## config.mk

```make
export PLATFORM = sky130hd
export DESIGN_NAME = date_validate_and_day_difference
export DESIGN_NICKNAME = d
export VERILOG_FILES = /design/src/rtl/dvdd_pkg.sv /design/src/rtl/dvdd_date_unit.sv /design/src/rtl/date_validate_and_day_difference.sv
export SDC_FILE = /design/constraint.sdc
export NUM_CORES = 1
export LEC_CHECK = 0
export BUFFER_PORTS_ARGS = -buffer_cell sky130_fd_sc_hd__buf_2
export CAP_MARGIN = 10
export CELL_PAD_IN_SITES_DETAIL_PLACEMENT = 1
export CELL_PAD_IN_SITES_GLOBAL_PLACEMENT = 1
export CORE_UTILIZATION = 50
export DETAILED_ROUTE_END_ITERATION = 7
export GPL_TIMING_DRIVEN = 0
export PLACE_DENSITY_LB_ADDON = 0.08
export SYNTH_ARGS = -nofsm -noshare
export SYNTH_HDL_FRONTEND = slang
export SYNTH_SLANG_ARGS = --single-unit
```

## constraint.sdc

```tcl
create_clock -name clk -period 26.1 [get_ports clk]
set_input_delay 1.305 -clock clk [delete_from_list [all_inputs] [get_ports clk]]
set_output_delay 1.305 -clock clk [all_outputs]
set_load 0.02 [all_outputs]
```

## src/rtl/dvdd_pkg.sv

```systemverilog
// Shared types, calendar tables and constant-division helpers for the date block.
package dvdd_pkg;

    localparam int DAY_W    = 5;
    localparam int MONTH_W  = 4;
    localparam int YEAR_W   = 14;
    localparam int SERIAL_W = 23;
    localparam int DIFF_W   = 23;
    localparam int ORDER_W  = 2;

    localparam logic [ORDER_W-1:0] ORDER_EARLIER = 2'b11;
    localparam logic [ORDER_W-1:0] ORDER_EQUAL   = 2'b00;
    localparam logic [ORDER_W-1:0] ORDER_LATER   = 2'b01;

    // Reciprocal of 25 scaled by 2^15; exact for quotients of 12-bit values.
    localparam logic [10:0] RECIP_25 = 11'd1311;
    localparam int          RECIP_SH = 15;

    typedef struct packed {
        logic                valid;
        logic [SERIAL_W-1:0] serial;
    } date_info_t;

    // Year divided by 100, as (year / 4) / 25 through a reciprocal multiply.
    function automatic logic [7:0] div100(input logic [YEAR_W-1:0] year);
        logic [11:0] quarter;
        logic [22:0] prod;
        begin
            quarter = year[YEAR_W-1:2];
            prod    = 23'(quarter) * 23'(RECIP_25);
            div100  = prod[RECIP_SH+7:RECIP_SH];
        end
    endfunction

    // Length of a month in a common year; months outside 1..12 count 31.
    function automatic logic [DAY_W-1:0] month_days(input logic [MONTH_W-1:0] month);
        begin
            case (month)
                4'd2:                         month_days = 5'd28;
                4'd4, 4'd6, 4'd9, 4'd11:      month_days = 5'd30;
                default:                      month_days = 5'd31;
            endcase
        end
    endfunction

    // Days of the whole months before the given month in a common year.
    function automatic logic [8:0] days_before(input logic [MONTH_W-1:0] month);
        begin
            case (month)
                4'd0:    days_before = 9'd0;
                4'd1:    days_before = 9'd0;
                4'd2:    days_before = 9'd31;
                4'd3:    days_before = 9'd59;
                4'd4:    days_before = 9'd90;
                4'd5:    days_before = 9'd120;
                4'd6:    days_before = 9'd151;
                4'd7:    days_before = 9'd181;
                4'd8:    days_before = 9'd212;
                4'd9:    days_before = 9'd243;
                4'd10:   days_before = 9'd273;
                4'd11:   days_before = 9'd304;
                4'd12:   days_before = 9'd334;
                4'd13:   days_before = 9'd365;
                4'd14:   days_before = 9'd396;
                default: days_before = 9'd427;
            endcase
        end
    endfunction

endpackage

```

## src/rtl/dvdd_date_unit.sv

```systemverilog
// Validity check and serial day number for one calendar date.
module dvdd_date_unit
    import dvdd_pkg::*;
(
    input  logic [DAY_W-1:0]   day,
    input  logic [MONTH_W-1:0] month,
    input  logic [YEAR_W-1:0]  year,
    output date_info_t         info
);

    logic [7:0]          hund_y;
    logic                div4_y;
    logic                div100_y;
    logic                leap;
    logic [YEAR_W-1:0]   prev;
    logic [7:0]          hund_p;
    logic [11:0]         leaps_before;
    logic [DAY_W-1:0]    month_len;
    logic [SERIAL_W-1:0] year_days;
    logic [9:0]          month_off;

    always_comb
    begin
        hund_y   = div100(year);
        div4_y   = (year[1:0] == 2'b00);
        div100_y = div4_y && ((10'(hund_y) * 10'd25) == 10'(year[YEAR_W-1:2]) ) ;
        leap     = div100_y ? (hund_y[1:0] == 2'b00) : div4_y;

        // Leap years in 1 .. year-1; none before year zero.
        prev   = year - YEAR_W'(1);
        hund_p = div100(prev);
        if (year == '0)
        begin
            leaps_before = '0;
        end
        else
        begin
            leaps_before = prev[YEAR_W-1:2] - 12'(hund_p) + 12'(hund_p[7:2]);
        end

        month_len = month_days(month);
        if (month == 4'd2 && leap)
        begin
            month_len = 5'd29;
        end

        info.valid = (month inside {[4'd1:4'd12]}) && (day != '0) && (day <= month_len);

        month_off = 10'(days_before(month)) + 10'((leap && month >= 4'd3) ? 1 : 0);
        year_days = SERIAL_W'(year) * SERIAL_W'(365);
        info.serial = year_days + SERIAL_W'(leaps_before) + SERIAL_W'(month_off)
                    + SERIAL_W'(day);
    end

endmodule

```

## src/rtl/date_validate_and_day_difference.sv

```systemverilog
// Top level: two-stage pipeline that checks two dates and reports their day difference.
//
// Usage: each input item on the s_axis channel carries two Gregorian dates
// (day, month, year). Each result item on the m_axis channel reports whether
// each date is a real calendar date, a three-way order of the raw fields
// (year, then month, then day) and the difference of the serial day numbers,
// second minus first, saturated to 23 bits signed.
// Items enter an input register, pass through the date units, the compare and
// the subtract as one combinational pass, and land in the result register.
// A new item can be accepted in every cycle while the result stage is free;
// the rate is one item per cycle while the receiver keeps m_axis_tready high,
// set by the single combinational pass between the two registers.
// When the receiver holds m_axis_tready low, the result register holds its
// item and the input register may still take one more item; after that
// s_axis_tready falls until the receiver drains the result. No item is lost
// or repeated.
// Reset (rst_n low, asynchronous) empties both stages; the block holds no
// other state and is ready for items immediately afterwards.
module date_validate_and_day_difference
    import dvdd_pkg::*;
(
    input  logic        clk,
    input  logic        rst_n,
    input  logic        s_axis_tvalid,
    output logic        s_axis_tready,
    // Fields from bit 0: first_day[4:0], first_month[8:5], first_year[22:9],
    // second_day[27:23], second_month[31:28], second_year[45:32], zero [47:46].
    input  logic [47:0] s_axis_tdata,
    output logic        m_axis_tvalid,
    input  logic        m_axis_tready,
    // Fields from bit 0: order[1:0], day_difference[24:2], zero [31:25].
    output logic [31:0] m_axis_tdata,
    // Fields from bit 0: first_valid[0], second_valid[1].
    output logic [1:0]  m_axis_tuser
);

    // Input register stage.
    logic        s1_valid_reg, s1_valid_next;
    logic [45:0] s1_data_reg;
    logic        s1_load;

    // Result register stage.
    logic               s2_valid_reg, s2_valid_next;
    logic               s2_ready;
    logic [ORDER_W-1:0] order_reg, order_next;
    logic [DIFF_W-1:0]  diff_reg, diff_next;
    logic               first_valid_reg, first_valid_next;
    logic               second_valid_reg, second_valid_next;

    logic [DAY_W-1:0]   d1, d2;
    logic [MONTH_W-1:0] m1, m2;
    logic [YEAR_W-1:0]  y1, y2;
    date_info_t         info1, info2;
    logic [SERIAL_W:0]  raw_diff;
    logic [22:0]        key1, key2;

    // The result stage frees up when empty or when its item is taken.
    assign s2_ready      = !s2_valid_reg || m_axis_tready;
    assign s_axis_tready = !s1_valid_reg || s2_ready;
    assign s1_load       = s_axis_tvalid && s_axis_tready;

    assign d1 = s1_data_reg[4:0];
    assign m1 = s1_data_reg[8:5];
    assign y1 = s1_data_reg[22:9];
    assign d2 = s1_data_reg[27:23];
    assign m2 = s1_data_reg[31:28];
    assign y2 = s1_data_reg[45:32];

    dvdd_date_unit u_first
    (
        .day   (d1),
        .month (m1),
        .year  (y1),
        .info  (info1)
    );

    dvdd_date_unit u_second
    (
        .day   (d2),
        .month (m2),
        .year  (y2),
        .info  (info2)
    );

    always_comb
    begin
        // Lexicographic order on (year, month, day) is a single compare of the
        // concatenated fields.
        key1 = {y1, m1, d1};
        key2 = {y2, m2, d2};
        if (key1 < key2)
        begin
            order_next = ORDER_EARLIER;
        end
        else if (key1 > key2)
        begin
            order_next = ORDER_LATER;
        end
        else
        begin
            order_next = ORDER_EQUAL;
        end

        // Serials are unsigned 23-bit values; the 24-bit difference saturates
        // when its top two bits disagree.
        raw_diff = {1'b0, info2.serial} - {1'b0, info1.serial};
        if (raw_diff[SERIAL_W] != raw_diff[SERIAL_W-1])
        begin
            diff_next = raw_diff[SERIAL_W] ? {1'b1, {(DIFF_W-1){1'b0}}}
                                           : {1'b0, {(DIFF_W-1){1'b1}}};
        end
        else
        begin
            diff_next = raw_diff[DIFF_W-1:0];
        end

        first_valid_next  = info1.valid;
        second_valid_next = info2.valid;

        s1_valid_next = s1_load ? 1'b1 : (s2_ready ? 1'b0 : s1_valid_reg);
        s2_valid_next = s2_ready ? s1_valid_reg : s2_valid_reg;
    end

    always_ff @(posedge clk or negedge rst_n)
    begin
        if (!rst_n)
        begin
            s1_valid_reg <= 1'b0;
            s2_valid_reg <= 1'b0;
        end
        else
        begin
            s1_valid_reg <= s1_valid_next;
            s2_valid_reg <= s2_valid_next;
        end
    end

    always_ff @(posedge clk)
    begin
        if (s1_load)
        begin
            s1_data_reg <= s_axis_tdata[45:0];
        end
        if (s2_ready && s1_valid_reg)
        begin
            order_reg        <= order_next;
            diff_reg         <= diff_next;
            first_valid_reg  <= first_valid_next;
            second_valid_reg <= second_valid_next;
        end
    end

    assign m_axis_tvalid = s2_valid_reg;
    assign m_axis_tdata  = {7'b0, diff_reg, order_reg};
    assign m_axis_tuser  = {second_valid_reg, first_valid_reg};

    // Input is refused only while the input stage holds an item.
    a_ready_only_when_full: assert property (@(posedge clk) disable iff (!rst_n)
        !s_axis_tready |-> s1_valid_reg)
        else $error("input refused with an empty input stage");

    // Identical dates give a zero difference and matching validity.
    a_equal_zero_diff: assert property (@(posedge clk) disable iff (!rst_n)
        m_axis_tvalid && order_reg == ORDER_EQUAL |->
            diff_reg == '0 && first_valid_reg == second_valid_reg)
        else $error("equal dates with nonzero difference or differing validity");

    // The order code never takes the unused pattern.
    a_order_code: assert property (@(posedge clk) disable iff (!rst_n)
        m_axis_tvalid |-> order_reg != 2'b10)
        else $error("order code out of range");

    // A result appears only after the input stage held an item.
    a_result_source: assert property (@(posedge clk) disable iff (!rst_n)
        $rose(m_axis_tvalid) |-> $past(s1_valid_reg))
        else $error("result appeared without a staged item");

endmodule
```

* Yosys cells after proc, flatten, opt, wreduce, memory -nomap -nowiden
Memory sizes are Yosys's and may differ from the RTL's. A register that Yosys moved wholly into a read port is not among the register bits. Index checks and enable logic that the tools add are counted.
Word-level totals: register bits after elaboration 75, memory bits (read-only) 288, input bits 52, memories kept 2
Memory list:
- (no name shown) | depth 16, width 9, read ports 1, clocked after memory_dff 1, write ports 0, RTL line dvdd_pkg.sv:49 | case (month)
- (no name shown) | depth 16, width 9, read ports 1, clocked after memory_dff 1, write ports 0, RTL line dvdd_pkg.sv:49
Operators by class: add/subtract/negate cells 15, $mul 8, magnitude comparators 10, equal/unequal tests 13, mux-type cells 17, reductions and logical operators 29
Operators with widths (number):
- multiplier 12 x 11 -> 23 bit (second input constant) | 4
- adder 23 x 10 -> 23 bit | 2
- adder 23 x 12 -> 23 bit | 2
- adder 23 x 5 -> 23 bit | 2
- multiplier 14 x 9 -> 23 bit (second input constant) | 2
- two-way mux 23 bit | 2
- zero test 14 bit | 2
- subtractor 14 x 1 -> 14 bit (second input constant) | 2
- adder 12 x 6 -> 12 bit | 2
- two-way mux 12 bit | 2
- subtractor 12 x 8 -> 12 bit | 2
- subtractor 23 x 23 -> 24 bit | 1
- > comparator 23 bit | 1
- < comparator 23 bit | 1
- adder 9 x 10 -> 10 bit | 2
- equality test 10 bit | 2
- multiplier 8 x 5 -> 10 bit (second input constant) | 2
- equality test 4 x 3 -> 1 bit (second input constant) | 4
- equality test 4 bit (second input constant) | 4
- logical AND 1 bit | 14
- <= comparator 5 bit | 2
- nonzero test 5 bit | 2
- equality test 4 x 2 -> 1 bit (second input constant) | 2
- >= comparator 4 x 1 -> 1 bit (second input constant) | 2
- 12 further kinds | 29

* Depth between registers and ports, before layout
word-level depth 13, depth in mapped cells 70

* By module
Synthesis repeated with hierarchy kept, for this count alone.
Unflattened totals: cells, all modules 2642, area, all modules 25222.9 sq um
Modules (own cells, without submodules):
- dvdd_date_unit at u_second | times used 1, cells an instance 1102, area an instance 10386.2 sq um, sequential area each 0.0 sq um
- dvdd_date_unit at u_first | times used 1, cells an instance 1134, area an instance 10297.4 sq um, sequential area each 0.0 sq um
- date_validate_and_day_difference | times used 1, cells an instance 406, area an instance 4539.4 sq um, sequential area each 2242.2 sq um

* Least setup slack after synthesis
Ideal clock, no wire load.
kind register -> register, start register s1_data_reg[11], end register diff_reg[14], data pin, setup time 0.255 ns, arrival time 13.906 ns, required time 25.845 ns, slack 11.939 ns, cell stages (with the launch flop) 66, path buffers 3, period minus slack after synthesis 14.161 ns, cell sequence edfxtp_1 clkbuf_1 inv_1 ha_1 nand2_1 nand2_1 a21boi_0 and2_1 nand3_1 xnor2_1 inv_1 fa_1 ha_1 inv_1 fa_1 inv_1 fa_1 inv_1 [... 30 more ...] and3_1 o2111a_1 nor4_1 nor2_1 a21o_1 a21oi_1 xor2_1 ha_1 a21o_1 a21o_1 a21oi_1 o211ai_1 a21oi_1 o21ai_2 xor2_2 nor2_4 buf_6 o21ai_2
Between the ends: cells in the longest elaborated chain, start to end 13, elaborated cells on any way between the ends 23
Ends and longest elaborated chain:
- start: declaration | RTL line date_validate_and_day_difference.sv:39 | logic [45:0] s1_data_reg;
- start signal: assignment | RTL line date_validate_and_day_difference.sv:142 | s1_data_reg <= s_axis_tdata[45:0];
- parallel branches: the longest is 8 deep, another holds multiplier 12 x 11 -> 23 bit
- adder 23 x 10 -> 23 bit (*) | RTL line dvdd_date_unit.sv:51 | info.serial = year_days + SERIAL_W'(leaps_before) + SERIAL_W'(month_off)
- adder 23 x 5 -> 23 bit (*) | RTL line dvdd_date_unit.sv:52 | + SERIAL_W'(day);
- subtractor 23 x 23 -> 24 bit (*) | RTL line date_validate_and_day_difference.sv:106 | raw_diff = {1'b0, info2.serial} - {1'b0, info1.serial};
- two-way mux 23 bit / != test 1 bit (equally long branches) | RTL line date_validate_and_day_difference.sv:109, date_validate_and_day_difference.sv:107
- two-way mux 23 bit (*) | RTL line date_validate_and_day_difference.sv:107 | if (raw_diff[SERIAL_W] != raw_diff[SERIAL_W-1])
- net diff_next[14] | RTL line date_validate_and_day_difference.sv:46 | logic [DIFF_W-1:0] diff_reg, diff_next;
- end signal: assignment | RTL line date_validate_and_day_difference.sv:147 | diff_reg <= diff_next;
- end: declaration | RTL line date_validate_and_day_difference.sv:46
Mark *: on every way through the listed nets, which the timed path passes. A chain may end at the register's enable or synchronous reset.

* Worst setup path in the final report
start register s1_data_reg[12], end register diff_reg[13], data pin
Same word-level chain as after synthesis.

==> results.sh <==
export IMPL_status="finished clean"
export IMPL_slowest_stage="edfxtp_1"
export IMPL_skew_ps=21.7
export IMPL_via_count=17800
export IMPL_grt_pass1_wl_mm=102
export IMPL_cts_buffers=9
export IMPL_dp_hpwl_mm=53.8
export IMPL_finalCriticalPeriod_ps=17720
export IMPL_fp_dieH_um=227
export IMPL_path_max_fanout=9
export IMPL_clock_latency_ps=410
export IMPL_synthSimpleGateAreaFrac_pct=6.36
export IMPL_arrival_ps=17810
export IMPL_synth_xor_area_share_pct=6.51
export IMPL_setup_viol=0
export IMPL_synth_top_cell_by_area="ha_1"
export IMPL_muxShareOfSynthArea_pct=0.595
export IMPL_drc=0
export IMPL_slew_headroom_pct=13.0
export IMPL_initial_core_util_pct=51.1
export IMPL_drt_iter0_drc=619
export IMPL_drv_slew=0
export IMPL_die_area_um2=51300
export IMPL_crit_start="s1_data_reg[12]"
export IMPL_synth_top_area_share_pct=30.7
export IMPL_numClockSinks=93
export IMPL_cts_root_buf="clkbuf_16"
export IMPL_max_cap_violations=0
export IMPL_pin_count=88
export IMPL_worstMarginPinSlew_ps=1300
export IMPL_antenna_found_initial=1
export IMPL_fin_setup_tns_ps=0
export IMPL_htreeDepth=3
export IMPL_synth_edf_count=73
export IMPL_synthFlopType="edfxtp_1"
export IMPL_grtUsageTotal_pct=25.7
export IMPL_ys_ff_latch=93
export IMPL_critPathMaxStageDelay_ps=920
export IMPL_clockBufferDepth=2
export IMPL_final_hold_violation_count=0
export IMPL_synthCells=2615
export IMPL_finalWeightedCongestion=0.854
export IMPL_grt_start_max_net_pins=41
export IMPL_synth_area_um2=25200
export IMPL_antenna_cells=0
export IMPL_synth_compound_area_share_pct=9.01
export IMPL_min_path_type="register to register"
export IMPL_synth_top_family_by_area="adder cells"
export IMPL_syn2layout_area_growth_pct=6.55
export IMPL_yosys_top_cells_count="inv_1 (684), ha_1 (618), fa_1 (323)"
export IMPL_required_ps=26200
export IMPL_cts_resized=0
export IMPL_io_buffers=78
export IMPL_post_synth_top_count_cell="inv_1"
export IMPL_yosys_warnings=0
export IMPL_n_fill_cell=5653
export IMPL_die_w_um=227
export IMPL_rsz0062_at_grt="no"
export IMPL_synth_area_top_cells="ha_1 (31%), fa_1 (26%), inv_1 (10%)"
export IMPL_row_count=81
export IMPL_finalWirelength_mm=61.7
export IMPL_rrSetupSlack_ps=8380
export IMPL_post_route_period_util_pct=67.9
export IMPL_fin_nets=3710
export IMPL_postCtsHoldBufs=0
export IMPL_start_kind="register"
export IMPL_gr_total_overflow=0
export IMPL_critical_path_class="register to register"
export IMPL_synthAdderAreaFrac_pct=56.5
export IMPL_clkTransAtPathRegs_ps=90
export IMPL_regToRegStartpoint="s1_data_reg[12]"
export IMPL_drive_above_1_share_pct=5.14
export IMPL_post_cts_buffers=0
export IMPL_cp_end_kind="register"
export IMPL_synth_cell_type_count=79
export IMPL_min_delay_start="s1_valid_reg"
export IMPL_fmax_ghz=0.0564
export IMPL_firstDrtPassIters=4
export IMPL_wl_per_cell_um=18.2
export IMPL_synth_area_per_cell_um2=9.64
export IMPL_yosysSeqAreaShare_pct=10.3
export IMPL_ant_nets=0
export IMPL_routed_via_density=5.27
export IMPL_cts_tree="yes"
export IMPL_core_area_um2=49400
export IMPL_async_flop_share_pct=2.15
export IMPL_first_global_vias=19800
routing by layer:
layer | share of wire, % | vias up | track usage, % | wire length (µm)
met2 | 46 | 238 | 42.3 | 28400
met1 | 50 | 8951 | 37.0 | 30600
met4 | 0.83 | 0 | 3.44 | 515
li1 | - | 8622 | - | -
met3 | 3.6 | 35 | 3.10 | 2220
met5 | 0 | - | 0 | 0
path summary, 6_finish.rpt:
kind / cells past startpoint / to
max: 62 / diff_reg[13]
min: 1 / m_axis_tvalid
max reg2reg: 62 / diff_reg[13]
min reg2reg: 1 / m_axis_tvalid
max in group asynchronous: 1 / m_axis_tvalid
min in group asynchronous: 1 / s1_valid_reg
through the flow:
step	worst slack [ps]	utilization (%)	std cells	instance area (µm²)	hold WS, ps
2_1_floorplan	11940	-	2621	25200	449
3_3_place_gp	9110	53.6	3363	26500	469
3_5_place_dp	8600	53.8	3367	26500	496
4_1_cts	8510	54.4	3383	26800	532
5_1_grt	7290	54.4	3386	26900	584
6_report	8380	54.4	3386	26900	531
layout make-up:
class                           instances  area (µm²)  area share (%)
Sequential cell                        93        2600            9.69
Tap cell                              664         831            3.09
Clock inverter                          7        91.3           0.340
Multi-Input combinational cell       1823       19900            74.2
Buffer                                 20         133           0.494
Clock buffer                            9         225           0.838
Inverter                              685        2570            9.57
Timing Repair Buffer                   85         475            1.77
cell usage in the layout (no fill, tap or decap), types with 10 or more instances in the layout:
cell type | synthesis | layout
inv_1 | 684 | 684
ha_1 | 618 | 618
fa_1 | 323 | 323
xnor2_1 | 130 | 129
a21oi_1 | 123 | 123
nor2_1 | 90 | 90
buf_2 | 1 | 79
edfxtp_1 | 73 | 73
nand2_1 | 71 | 71
a21o_1 | 54 | 54
xor2_1 | 53 | 53
o21ai_0 | 49 | 49
nand3_1 | 34 | 34
o21a_1 | 25 | 25
nand2b_1 | 21 | 21
o21bai_1 | 21 | 21
nand4_1 | 20 | 20
dfxtp_1 | 18 | 18
nor2b_1 | 17 | 17
nor3_1 | 16 | 16
buf_4 | 9 | 14
and2_1 | 12 | 12
and3_1 | 10 | 10
logic make-up (layout without fill, tap and decap cells):
logic type | Yosys count | count (layout)
xor gates and xnor gates | 185 | 185
AOI/OAI and AO/OA | 351 | 351
and+or+nand+nor | 323 | 323
muxes | 12 | 12
DFF | 93 | 93
adders and majority gates | 945 | 945
buffers and inverters | 705 | 806
other | 1 | 7
worst max-delay path: cells and delay by family, from the launching register on:
kind / cells / cell delay (ps)
flops: 1 / 920
buf+inv: 9 / 1260
simple gates: 15 / 2990
xor+xnor: 4 / 1590
fa+ha+maj: 15 / 6160
compound gates: 19 / 4410
Power is left out: the tool's default activity adds up to more than one toggle a clock period on the data nets, which glitch-free logic cannot reach.
